### src/rtl/core/maze_backtracker_step_core_macros.svh
// Assertion helpers for the maze step core.
`ifndef MAZE_BACKTRACKER_STEP_CORE_MACROS_SVH
`define MAZE_BACKTRACKER_STEP_CORE_MACROS_SVH

// Property that must hold at every clock edge outside reset.
`define MBS_ASSERT(lbl, prop, msg) \
    lbl: assert property (@(posedge aclk) disable iff (!aresetn) (prop)) else $error(msg);

// Condition in one cycle implies a condition in the next.
`define MBS_ASSERT_NEXT(lbl, pre, post, msg) \
    lbl: assert property (@(posedge aclk) disable iff (!aresetn) (pre) |=> (post)) else $error(msg);

`endif

### src/rtl/core/maze_bt_pkg.sv
`timescale 1ns / 1ps
`default_nettype none

package maze_bt_pkg;

    localparam int CFG_W  = 5;
    localparam int IDX_W  = 1;
    localparam int OP_W   = 2;
    localparam int KIND_W = 3;
    localparam int DIR_W  = 2;
    localparam int WALL_W = 4;
    localparam int POS_W  = 4;
    localparam int RND_W  = 16;
    localparam int IN_W   = 24;
    localparam int OUT_W  = 32;
    localparam int DEPTH_W = 9;

    typedef logic [IDX_W-1:0]  cfg_idx_t;
    typedef logic [OP_W-1:0]   opcode_t;
    typedef logic [KIND_W-1:0] kind_t;
    typedef logic [DIR_W-1:0]  dir_t;
    typedef logic [WALL_W-1:0] wall_t;

    localparam cfg_idx_t REG_COLS = 1'd0;
    localparam cfg_idx_t REG_ROWS = 1'd1;

    localparam opcode_t OP_STEP    = 2'd0;
    localparam opcode_t OP_RESTART = 2'd1;
    localparam opcode_t OP_READ    = 2'd2;

    localparam kind_t EV_CARVED    = 3'd0;
    localparam kind_t EV_BACKTRACK = 3'd1;
    localparam kind_t EV_COMPLETE  = 3'd2;
    localparam kind_t EV_RESTARTED = 3'd3;
    localparam kind_t EV_READOUT   = 3'd4;

    localparam dir_t DIR_LEFT  = 2'd0;
    localparam dir_t DIR_RIGHT = 2'd1;
    localparam dir_t DIR_UP    = 2'd2;
    localparam dir_t DIR_DOWN  = 2'd3;

    localparam wall_t WALLS_ALL = 4'hF;

    typedef enum logic [3:0] {
        ST_CLEAR,
        ST_IDLE,
        ST_READ,
        ST_ROW_HERE,
        ST_ROW_UP,
        ST_ROW_DOWN,
        ST_WALL_FAR,
        ST_POP,
        ST_EMIT
    } state_t;

    // wall bits: bit0 up, bit1 down, bit2 right, bit3 left
    function automatic wall_t own_wall(input dir_t d);
        wall_t m;
        case (d)
            DIR_LEFT:  m = 4'b1000;
            DIR_RIGHT: m = 4'b0100;
            DIR_UP:    m = 4'b0001;
            DIR_DOWN:  m = 4'b0010;
            default:   m = 4'b0000;
        endcase
        return m;
    endfunction

    function automatic wall_t far_wall(input dir_t d);
        wall_t m;
        case (d)
            DIR_LEFT:  m = 4'b0100;
            DIR_RIGHT: m = 4'b1000;
            DIR_UP:    m = 4'b0010;
            DIR_DOWN:  m = 4'b0001;
            default:   m = 4'b0000;
        endcase
        return m;
    endfunction

    // 4 == 1 mod 3, so base-4 digits sum to the same residue
    function automatic logic [1:0] mod3_u16(input logic [RND_W-1:0] v);
        logic [4:0] s;
        logic [2:0] t;
        logic [1:0] r;
        s = '0;
        for (int i = 0; i < RND_W / 2; i++) begin
            s = s + 5'(v[2*i +: 2]);
        end
        t = 3'(s[1:0]) + 3'(s[3:2]) + 3'(s[4]);
        if (t >= 3'd6) begin
            r = 2'(t - 3'd6);
        end else if (t >= 3'd3) begin
            r = 2'(t - 3'd3);
        end else begin
            r = 2'(t);
        end
        return r;
    endfunction

endpackage

`default_nettype wire

### src/rtl/core/maze_backtracker_step_core.sv
// Step: the visited rows are read in turn (own row, above, below) in ST_ROW_HERE,
//   ST_ROW_UP, ST_ROW_DOWN, then ST_WALL_FAR (carve) or ST_POP (backtrack), ST_EMIT;
//   an empty-stack backtrack skips ST_POP. Read: ST_READ, ST_EMIT. Completed-maze step:
//   ST_EMIT. Restart: a clearing pass over walls and visited bits, then ST_EMIT.
// Throughput: one item at a time; the next transfer follows the load of its result.
// Reset (aresetn low, synchronous): same clearing pass, registers 15, cell 0,0, stack empty.
`timescale 1ns / 1ps
`default_nettype none
`include "maze_backtracker_step_core_macros.svh"

module maze_backtracker_step_core #(
    parameter int GRID_COLS = 16,
    parameter int GRID_ROWS = 16
) (
    input  wire logic                          aclk,
    input  wire logic                          aresetn,

    input  wire logic                          cfg_valid,
    output logic                               cfg_ready,
    input  wire maze_bt_pkg::cfg_idx_t         cfg_index,
    input  wire logic [maze_bt_pkg::CFG_W-1:0] cfg_data,

    input  wire logic                          s_tvalid,
    output logic                               s_tready,
    // random_value[15:0], read_col[19:16], read_row[23:20]
    input  wire logic [maze_bt_pkg::IN_W-1:0]  s_tdata,
    // opcode[1:0]
    input  wire maze_bt_pkg::opcode_t          s_tuser,

    output logic                               m_tvalid,
    input  wire logic                          m_tready,
    // from_col[3:0], from_row[7:4], to_col[11:8], to_row[15:12], carved_dir[17:16],
    // wall_bits[21:18], stack_depth[30:22], maze_done[31]
    output logic [maze_bt_pkg::OUT_W-1:0]      m_tdata,
    // event_kind[2:0]
    output maze_bt_pkg::kind_t                 m_tuser
);

    import maze_bt_pkg::*;

    localparam int CW    = $clog2(GRID_COLS);
    localparam int RW    = $clog2(GRID_ROWS);
    localparam int AW    = CW + RW;
    localparam int CELLS = GRID_COLS * GRID_ROWS;
    localparam int SIW   = $clog2(CELLS);
    localparam int SPW   = $clog2(CELLS + 1);
    localparam int XW    = ((CW > CFG_W) ? CW : CFG_W) + 1;
    localparam int DW    = (SPW > 2 * XW) ? SPW : 2 * XW;

    // memories
    logic [GRID_COLS-1:0] vis_mem [2**RW];
    wall_t                wall_mem [2**AW];
    logic [AW-1:0]        stk_mem [CELLS];

    logic                 vis_we;
    logic [RW-1:0]        vis_waddr, vis_raddr;
    logic [GRID_COLS-1:0] vis_wdata, vis_rd_reg;
    logic                 wall_we;
    logic [AW-1:0]        wall_waddr, wall_raddr;
    wall_t                wall_wdata, wall_rd_reg;
    logic                 stk_we;
    logic [SIW-1:0]       stk_waddr, stk_raddr;
    logic [AW-1:0]        stk_wdata, stk_rd_reg;

    // control and walk state
    state_t         state_reg, state_next;
    logic [CFG_W-1:0] cols_reg, rows_reg;
    logic [CW-1:0]  cur_col_reg, cur_col_next;
    logic [RW-1:0]  cur_row_reg, cur_row_next;
    logic [SPW-1:0] sp_reg, sp_next;
    logic [SPW-1:0] vis_cnt_reg, vis_cnt_next;
    logic [AW-1:0]  clr_cnt_reg, clr_cnt_next;
    logic           clr_emit_reg, clr_emit_next;
    logic [1:0]     nb_vis_reg, nb_vis_next;
    logic           up_vis_reg, up_vis_next;

    // per-item payload
    logic [1:0]     rnd_mod3_reg, rnd_mod3_next;
    logic [1:0]     rnd_lo_reg, rnd_lo_next;
    logic           in_grid_reg, in_grid_next;
    kind_t          pend_kind_reg, pend_kind_next;
    logic [POS_W-1:0] pend_fcol_reg, pend_fcol_next;
    logic [POS_W-1:0] pend_frow_reg, pend_frow_next;
    dir_t           pend_dir_reg, pend_dir_next;
    wall_t          pend_walls_reg, pend_walls_next;

    // output register
    logic           m_valid_reg, m_valid_next;
    logic           out_load;
    kind_t          out_kind_reg;
    logic [POS_W-1:0] out_fcol_reg, out_frow_reg, out_tcol_reg, out_trow_reg;
    dir_t           out_dir_reg;
    wall_t          out_walls_reg;
    logic [DEPTH_W-1:0] out_depth_reg;
    logic           out_done_reg;

    // derived
    logic [XW-1:0]  eff_cols, eff_rows, ccx, crx;
    logic [2*XW-1:0] area;
    logic           done_now;
    logic [CW-1:0]  col_m1, col_p1;
    logic [RW-1:0]  row_m1, row_p1;
    logic [SPW-1:0] sp_m1;
    logic [3:0]     cand;
    logic [2:0]     cand_n;
    logic [1:0]     pick_k;
    dir_t           pick_dir;
    logic [POS_W-1:0] rd_col, rd_row;

    assign cfg_ready = 1'b1;
    assign s_tready  = (state_reg == ST_IDLE);
    assign rd_col    = s_tdata[RND_W +: POS_W];
    assign rd_row    = s_tdata[RND_W + POS_W +: POS_W];

    always_comb begin
        if (cols_reg == '0) begin
            eff_cols = XW'(1);
        end else if (XW'(cols_reg) > XW'(GRID_COLS)) begin
            eff_cols = XW'(GRID_COLS);
        end else begin
            eff_cols = XW'(cols_reg);
        end
        if (rows_reg == '0) begin
            eff_rows = XW'(1);
        end else if (XW'(rows_reg) > XW'(GRID_ROWS)) begin
            eff_rows = XW'(GRID_ROWS);
        end else begin
            eff_rows = XW'(rows_reg);
        end
    end

    assign area     = eff_cols * eff_rows;
    assign done_now = (DW'(vis_cnt_reg) >= DW'(area));
    assign ccx      = XW'(cur_col_reg);
    assign crx      = XW'(cur_row_reg);
    assign col_m1   = cur_col_reg - CW'(1);
    assign col_p1   = cur_col_reg + CW'(1);
    assign row_m1   = cur_row_reg - RW'(1);
    assign row_p1   = cur_row_reg + RW'(1);
    assign sp_m1    = sp_reg - SPW'(1);

    // unvisited in-use neighbours, order left, right, up, down
    always_comb begin
        cand[0] = (cur_col_reg != '0) && (ccx <= eff_cols) && (crx < eff_rows)
                  && !nb_vis_reg[0];
        cand[1] = ((ccx + XW'(1)) < eff_cols) && (crx < eff_rows) && !nb_vis_reg[1];
        cand[2] = (cur_row_reg != '0) && (crx <= eff_rows) && (ccx < eff_cols)
                  && !up_vis_reg;
        cand[3] = ((crx + XW'(1)) < eff_rows) && (ccx < eff_cols)
                  && !vis_rd_reg[cur_col_reg];
        cand_n  = 3'($countones(cand));
    end

    always_comb begin
        logic [1:0] seen;
        logic       found;
        case (cand_n)
            3'd2:    pick_k = {1'b0, rnd_lo_reg[0]};
            3'd3:    pick_k = rnd_mod3_reg;
            3'd4:    pick_k = rnd_lo_reg;
            default: pick_k = 2'd0;
        endcase
        seen     = 2'd0;
        found    = 1'b0;
        pick_dir = DIR_LEFT;
        for (int d = 0; d < 4; d++) begin
            if (cand[d]) begin
                if (!found && (seen == pick_k)) begin
                    pick_dir = dir_t'(d);
                    found    = 1'b1;
                end
                seen = seen + 2'd1;
            end
        end
    end

    assign out_load = (state_reg == ST_EMIT) && (!m_valid_reg || m_tready);

    always_comb begin
        state_next      = state_reg;
        cur_col_next    = cur_col_reg;
        cur_row_next    = cur_row_reg;
        sp_next         = sp_reg;
        vis_cnt_next    = vis_cnt_reg;
        clr_cnt_next    = clr_cnt_reg;
        clr_emit_next   = clr_emit_reg;
        nb_vis_next     = nb_vis_reg;
        up_vis_next     = up_vis_reg;
        rnd_mod3_next   = rnd_mod3_reg;
        rnd_lo_next     = rnd_lo_reg;
        in_grid_next    = in_grid_reg;
        pend_kind_next  = pend_kind_reg;
        pend_fcol_next  = pend_fcol_reg;
        pend_frow_next  = pend_frow_reg;
        pend_dir_next   = pend_dir_reg;
        pend_walls_next = pend_walls_reg;
        m_valid_next    = m_valid_reg;

        vis_we     = 1'b0;
        vis_waddr  = cur_row_reg;
        vis_wdata  = vis_rd_reg;
        vis_raddr  = cur_row_reg;
        wall_we    = 1'b0;
        wall_waddr = {cur_row_reg, cur_col_reg};
        wall_wdata = wall_rd_reg;
        wall_raddr = {cur_row_reg, cur_col_reg};
        stk_we     = 1'b0;
        stk_waddr  = sp_reg[SIW-1:0];
        stk_wdata  = {cur_row_reg, cur_col_reg};
        stk_raddr  = sp_m1[SIW-1:0];

        if (m_valid_reg && m_tready) begin
            m_valid_next = 1'b0;
        end

        case (state_reg)
            ST_CLEAR: begin
                vis_we     = 1'b1;
                vis_waddr  = clr_cnt_reg[AW-1:CW];
                vis_wdata  = '0;
                wall_we    = 1'b1;
                wall_waddr = clr_cnt_reg;
                wall_wdata = WALLS_ALL;
                clr_cnt_next = clr_cnt_reg + AW'(1);
                if (clr_cnt_reg == '1) begin
                    state_next = clr_emit_reg ? ST_EMIT : ST_IDLE;
                end
            end
            ST_IDLE: begin
                if (s_tvalid) begin
                    pend_fcol_next  = POS_W'(cur_col_reg);
                    pend_frow_next  = POS_W'(cur_row_reg);
                    pend_dir_next   = DIR_LEFT;
                    pend_walls_next = '0;
                    rnd_mod3_next   = mod3_u16(s_tdata[RND_W-1:0]);
                    rnd_lo_next     = s_tdata[1:0];
                    case (s_tuser)
                        OP_RESTART: begin
                            pend_kind_next = EV_RESTARTED;
                            cur_col_next   = '0;
                            cur_row_next   = '0;
                            sp_next        = '0;
                            vis_cnt_next   = '0;
                            clr_cnt_next   = '0;
                            clr_emit_next  = 1'b1;
                            state_next     = ST_CLEAR;
                        end
                        OP_STEP: begin
                            if (done_now) begin
                                pend_kind_next = EV_COMPLETE;
                                state_next     = ST_EMIT;
                            end else begin
                                state_next     = ST_ROW_HERE;
                            end
                        end
                        default: begin
                            pend_kind_next = EV_READOUT;
                            in_grid_next   = (XW'(rd_col) < XW'(GRID_COLS))
                                             && (XW'(rd_row) < XW'(GRID_ROWS));
                            wall_raddr     = {RW'(rd_row), CW'(rd_col)};
                            state_next     = ST_READ;
                        end
                    endcase
                end
            end
            ST_READ: begin
                pend_walls_next = in_grid_reg ? wall_rd_reg : WALLS_ALL;
                state_next      = ST_EMIT;
            end
            ST_ROW_HERE: begin
                vis_we = 1'b1;
                vis_wdata[cur_col_reg] = 1'b1;
                if (!vis_rd_reg[cur_col_reg]) begin
                    vis_cnt_next = vis_cnt_reg + SPW'(1);
                end
                nb_vis_next[0] = (cur_col_reg != '0) ? vis_rd_reg[col_m1] : 1'b1;
                nb_vis_next[1] = (cur_col_reg != CW'(GRID_COLS - 1))
                                 ? vis_rd_reg[col_p1] : 1'b1;
                vis_raddr  = (cur_row_reg != '0) ? row_m1 : cur_row_reg;
                state_next = ST_ROW_UP;
            end
            ST_ROW_UP: begin
                up_vis_next = vis_rd_reg[cur_col_reg];
                vis_raddr   = (cur_row_reg != RW'(GRID_ROWS - 1)) ? row_p1 : cur_row_reg;
                state_next  = ST_ROW_DOWN;
            end
            ST_ROW_DOWN: begin
                if (cand_n != 3'd0) begin
                    pend_kind_next = EV_CARVED;
                    pend_dir_next  = pick_dir;
                    wall_we        = 1'b1;
                    wall_wdata     = wall_rd_reg & ~own_wall(pick_dir);
                    if (sp_reg < SPW'(CELLS)) begin
                        stk_we  = 1'b1;
                        sp_next = sp_reg + SPW'(1);
                    end
                    case (pick_dir)
                        DIR_LEFT:  cur_col_next = col_m1;
                        DIR_RIGHT: cur_col_next = col_p1;
                        DIR_UP:    cur_row_next = row_m1;
                        default:   cur_row_next = row_p1;
                    endcase
                    wall_raddr = {cur_row_next, cur_col_next};
                    state_next = ST_WALL_FAR;
                end else begin
                    pend_kind_next = EV_BACKTRACK;
                    if (sp_reg != '0) begin
                        sp_next    = sp_m1;
                        state_next = ST_POP;
                    end else begin
                        state_next = ST_EMIT;
                    end
                end
            end
            ST_WALL_FAR: begin
                wall_we    = 1'b1;
                wall_wdata = wall_rd_reg & ~far_wall(pend_dir_reg);
                state_next = ST_EMIT;
            end
            ST_POP: begin
                cur_col_next = stk_rd_reg[CW-1:0];
                cur_row_next = stk_rd_reg[AW-1:CW];
                state_next   = ST_EMIT;
            end
            ST_EMIT: begin
                if (out_load) begin
                    m_valid_next = 1'b1;
                    state_next   = ST_IDLE;
                end
            end
            default: begin
                state_next = ST_IDLE;
            end
        endcase
    end

    always_ff @(posedge aclk) begin
        if (vis_we) begin
            vis_mem[vis_waddr] <= vis_wdata;
        end
        vis_rd_reg <= vis_mem[vis_raddr];
    end

    always_ff @(posedge aclk) begin
        if (wall_we) begin
            wall_mem[wall_waddr] <= wall_wdata;
        end
        wall_rd_reg <= wall_mem[wall_raddr];
    end

    always_ff @(posedge aclk) begin
        if (stk_we) begin
            stk_mem[stk_waddr] <= stk_wdata;
        end
        stk_rd_reg <= stk_mem[stk_raddr];
    end

    always_ff @(posedge aclk) begin
        if (!aresetn) begin
            state_reg    <= ST_CLEAR;
            cols_reg     <= CFG_W'(15);
            rows_reg     <= CFG_W'(15);
            cur_col_reg  <= '0;
            cur_row_reg  <= '0;
            sp_reg       <= '0;
            vis_cnt_reg  <= '0;
            clr_cnt_reg  <= '0;
            clr_emit_reg <= 1'b0;
            m_valid_reg  <= 1'b0;
        end else begin
            state_reg    <= state_next;
            cur_col_reg  <= cur_col_next;
            cur_row_reg  <= cur_row_next;
            sp_reg       <= sp_next;
            vis_cnt_reg  <= vis_cnt_next;
            clr_cnt_reg  <= clr_cnt_next;
            clr_emit_reg <= clr_emit_next;
            m_valid_reg  <= m_valid_next;
            if (cfg_valid && cfg_ready) begin
                case (cfg_index)
                    REG_COLS: cols_reg <= cfg_data;
                    REG_ROWS: rows_reg <= cfg_data;
                    default:  ;
                endcase
            end
        end
    end

    always_ff @(posedge aclk) begin
        nb_vis_reg     <= nb_vis_next;
        up_vis_reg     <= up_vis_next;
        rnd_mod3_reg   <= rnd_mod3_next;
        rnd_lo_reg     <= rnd_lo_next;
        in_grid_reg    <= in_grid_next;
        pend_kind_reg  <= pend_kind_next;
        pend_fcol_reg  <= pend_fcol_next;
        pend_frow_reg  <= pend_frow_next;
        pend_dir_reg   <= pend_dir_next;
        pend_walls_reg <= pend_walls_next;
        if (out_load) begin
            out_kind_reg  <= pend_kind_reg;
            out_fcol_reg  <= pend_fcol_reg;
            out_frow_reg  <= pend_frow_reg;
            out_tcol_reg  <= POS_W'(cur_col_reg);
            out_trow_reg  <= POS_W'(cur_row_reg);
            out_dir_reg   <= pend_dir_reg;
            out_walls_reg <= pend_walls_reg;
            out_depth_reg <= DEPTH_W'(sp_reg);
            out_done_reg  <= done_now;
        end
    end

    assign m_tvalid = m_valid_reg;
    assign m_tuser  = out_kind_reg;
    assign m_tdata  = {out_done_reg, out_depth_reg, out_walls_reg, out_dir_reg,
                       out_trow_reg, out_tcol_reg, out_frow_reg, out_fcol_reg};

    `MBS_ASSERT(a_sp_bound, sp_reg <= SPW'(CELLS), "stack pointer beyond capacity")
    `MBS_ASSERT(a_cnt_bound, vis_cnt_reg <= SPW'(CELLS), "visited count beyond cell count")
    `MBS_ASSERT(a_cur_in_grid, (cur_col_reg <= CW'(GRID_COLS - 1)) && (cur_row_reg <= RW'(GRID_ROWS - 1)), "current cell outside grid")
    `MBS_ASSERT_NEXT(a_emit_loads, out_load, m_valid_reg && (state_reg == ST_IDLE), "result not presented after emit")

endmodule

`default_nettype wire

### config.mk
export PLATFORM = sky130hd
export DESIGN_NAME = maze_backtracker_step_core
export DESIGN_NICKNAME = d
export VERILOG_FILES = /design/src/rtl/core/maze_bt_pkg.sv /design/src/rtl/core/maze_backtracker_step_core.sv
export VERILOG_INCLUDE_DIRS = /design/src /design/src/rtl/core
export SDC_FILE = /design/constraint.sdc
export NUM_CORES = 2
export LEC_CHECK = 0
export BUFFER_PORTS_ARGS = -buffer_cell sky130_fd_sc_hd__clkbuf_2
export CAP_MARGIN = 20
export CORE_MARGIN = 3
export CORE_UTILIZATION = 30
export CTS_BUF_LIST = sky130_fd_sc_hd__clkbuf_8
export DETAILED_ROUTE_END_ITERATION = 10
export GPL_TIMING_DRIVEN = 0
export MAX_ROUTING_LAYER = met4
export PLACE_DENSITY = 0.48
export SYNTH_ARGS = -nofsm -noshare
export SYNTH_HDL_FRONTEND = slang
export SYNTH_SLANG_ARGS = --single-unit
### constraint.sdc
create_clock -name aclk -period 39.3 [get_ports aclk]
set_input_delay 3.93 -clock aclk [delete_from_list [all_inputs] [get_ports aclk]]
set_output_delay 3.93 -clock aclk [all_outputs]
set_load 0.05 [all_outputs]
==> flow_metrics.tcl <==
set metrics [dict create \
    grt_pass1_wl_mm 615 \
    skew_ns 0.121 \
    grt-ovfl-total 0 \
    setup_viol 0 \
    drtAntennaViolNets 0 \
    die_w_um 686 \
    avgSynthCellArea_um2 18.8 \
    wl_met2_mm 205 \
    yosys.area.top_type "edfxtp_1" \
    fin_crit_ns 10.85 \
    hold_path_class "flip-flop to flip-flop" \
    synth-seq-cells 3465 \
    clock_latency_ns 1.29 \
    synth_area_leaders "edfxtp_1 73%, mux4_2 13%, nor2_1 1.8%" \
    detailed_place_hpwl_mm 307 \
    p_per_area_mw_per_mm2 45.0 \
    netlist_area_mm2 0.139 \
    design_area_mm2 0.161 \
    ys_async_sr_fraction_pct 0 \
    crit_buf_inv 9 \
    fmax_mhz 92.1 \
    wl_met3_mm 37.6 \
    critPathTopFamily "buffers and inverters" \
    area_growth_pct 15.7 \
    cts_root_buffer "clkbuf_8" \
    largest_reg_flops 2048 \
    crit_slowest_cell "clkbuf_1" \
    cpMostUsedCell "ha_1" \
    synthCells 7401 \
    yosys.area.top_type_share_pct 73.3 \
    tightest_slew_ns 1.29 \
    holdWs_ns 0.417 \
    antenna_found_initial 38 \
    maxSlewHeadroom_pct 13.7 \
    r2r_cells 31 \
    largest_register "stk_mem" \
    crit_cells 31 \
    synth_warnings 0 \
    placed_cells 13700 \
    status "completed" \
    avgRoutedWirePerCell_um 30.1 \
    vias_per_cell 5.20 \
    row_count 249 \
    r2r-start "cur_col_reg[1]$_SDFFE_PN0P_" \
    final_max_slew_viol_count 0 \
    grt_max_degree 89 \
    final.setup.tns_ns 0 \
    nets 8353 \
    cp-startpoint "cur_col_reg[1]$_SDFFE_PN0P_" \
    clkSinkCount 3465 \
    reg_top3 "stk_mem x2048, wall_mem x1024, vis_mem x256" \
    cp_data_required_time_ns 40.43 \
    drt_iter0_markers 9037 \
    highest_layer "met4" \
    ctsResizeCount 0 \
    drv_cap 0 \
    crit_type "flip-flop to flip-flop" \
    crit_path_end_kind "flip-flop" \
    io_pins 75 \
    p_leak_nw 52.2 \
    place_area_mm2 0.149 \
    vias 77200 \
    post-cts-setup-buffers 0 \
    gp_congestion 0.970 \
    grt_pass1_vias 78400 \
    hold_viol 0 \
    drtPass1Iterations 6 \
    cts_tree "built" \
    syn_nets 7533 \
    die_area_mm2 0.471 \
    final_cells 14800 \
    fin_crit_sh_pct 27.6 \
    synth_commonest_cells "3387 x edfxtp_1, 830 x mux4_2, 672 x nor2_1" \
    routed_wl_mm 446 \
    r2r_end "wall_rd_reg[2]$_DFF_P_" \
    drive_gt1_share_pct 23.2 \
    crit_path_end "wall_rd_reg[2]$_DFF_P_" \
    wl_met1_mm 186 \
    numCtsBuffers 591 \
    synth_enable_flop_cells 3387 \
    rsz0062_at_grt "no" \
    cts_hold_buf 0 \
    synth.most_common_cell "edfxtp_1" \
    grt_use_total_pct 19.0 \
    rrSetupSlack_ns 28.45 \
    critPathLaunchType "flip-flop" \
    fin_util_pct 34.9 \
    die_y_um 686 \
    fp.coreArea_mm2 0.460 \
    cp_slowest_stage_delay_ns 1.02 \
    ys.flop_type "edfxtp_1" \
    clkTransAtPathRegs_ns 0.06 \
    clk_path_buf_depth 4 \
    initial_core_util_pct 30.1 \
    port_buffers 73 \
    crit_fanout 58 \
    route.detailed.drc 0 \
    cp.arrival_ns 11.98 \
    htree_levels 6 \
    synth_cell_types 84 \
    seq_area_frac_synth_pct 74.4 \
    peakVddDrop_v 0.0000495 \
]
-- layer usage --
layer  GRT usage [%]  up-vias
met5               -        -
met4            6.58        0
met3            4.20      819
met2            28.9     3660
met1            25.3    41000
li1                -    31700
-- final cells by class --
class / instances / area (um2)
antenna: 11 / 27.5
tap: 6149 / 7690
inverter: 71 / 267
clock buffer: 606 / 8340
fill: 43600 / 300000
sequential: 3465 / 103000
buffer: 444 / 1970
timing repair buffer: 227 / 3050
clock inverter: 436 / 2440
multi-input combinational: 3421 / 33500
-- per-stage QoR --
stage	total power [mW]	worst slack (ns)
6_report	7.22	28.45
5_1_grt	7.48	28.18
2_1_floorplan	4.20	19.23
4_1_cts	7.29	28.79
3_5_place_dp	4.25	28.77
3_3_place_gp	4.24	-0.966
-- cell families (layout without fill, tap and decap cells) --
family	Yosys count	after routing	share of synthesized area (%)
fa+ha+maj	95	95	0.981
xor+xnor	35	35	0.221
mux	969	969	14.5
buf+inv	515	1784	1.58
other cells	1	12	0.00270
flops	3465	3465	74.4
simple gates	1712	1712	5.29
compound gates	609	609	3.05
-- power breakdown --
part	internal, mW	total [mW]	leakage [nW]	switching [mW]
Combinational	0.0684	0.172	12.6	0.103
Clock	1.53	3.05	6.21	1.53
Sequential	4.00	4.00	33.4	0.00101
-- layout by cell type, fill, tap and decap left out, drive strengths merged, types with 31 or more instances in the layout --
cell,instances
a211oi,99
a21oi,113
a311oi,33
a31oi,70
and3,77
buf,328
clkbuf,949
clkinv,198
dfxtp,78
edfxtp,3387
ha,72
inv,286
mux2i,121
mux4,830
nand2,573
nand3,222
nor2,672
nor2b,41
nor3,36
o211ai,31
o21ai,80
-- how the worst min path moves through the flow --
stage                                           end                  startpoint  cells past startpoint  slack [ns]
after floorplan                m_tuser[0]$_DFFE_PP_  pend_kind_reg[0]$_DFFE_PP_                      0        0.40
after global routing      out_fcol_reg[3]$_DFFE_PP_  pend_fcol_reg[3]$_DFFE_PP_                      0        0.42
after detailed placement  out_fcol_reg[3]$_DFFE_PP_  pend_fcol_reg[3]$_DFFE_PP_                      0        0.41
after global placement    out_fcol_reg[0]$_DFFE_PP_  pend_fcol_reg[0]$_DFFE_PP_                      0        0.41
final                     out_fcol_reg[3]$_DFFE_PP_  pend_fcol_reg[3]$_DFFE_PP_                      0        0.42
after CTS                 out_frow_reg[3]$_DFFE_PP_  pend_frow_reg[3]$_DFFE_PP_                      0        0.42
(Power assumes the default switching activity.)
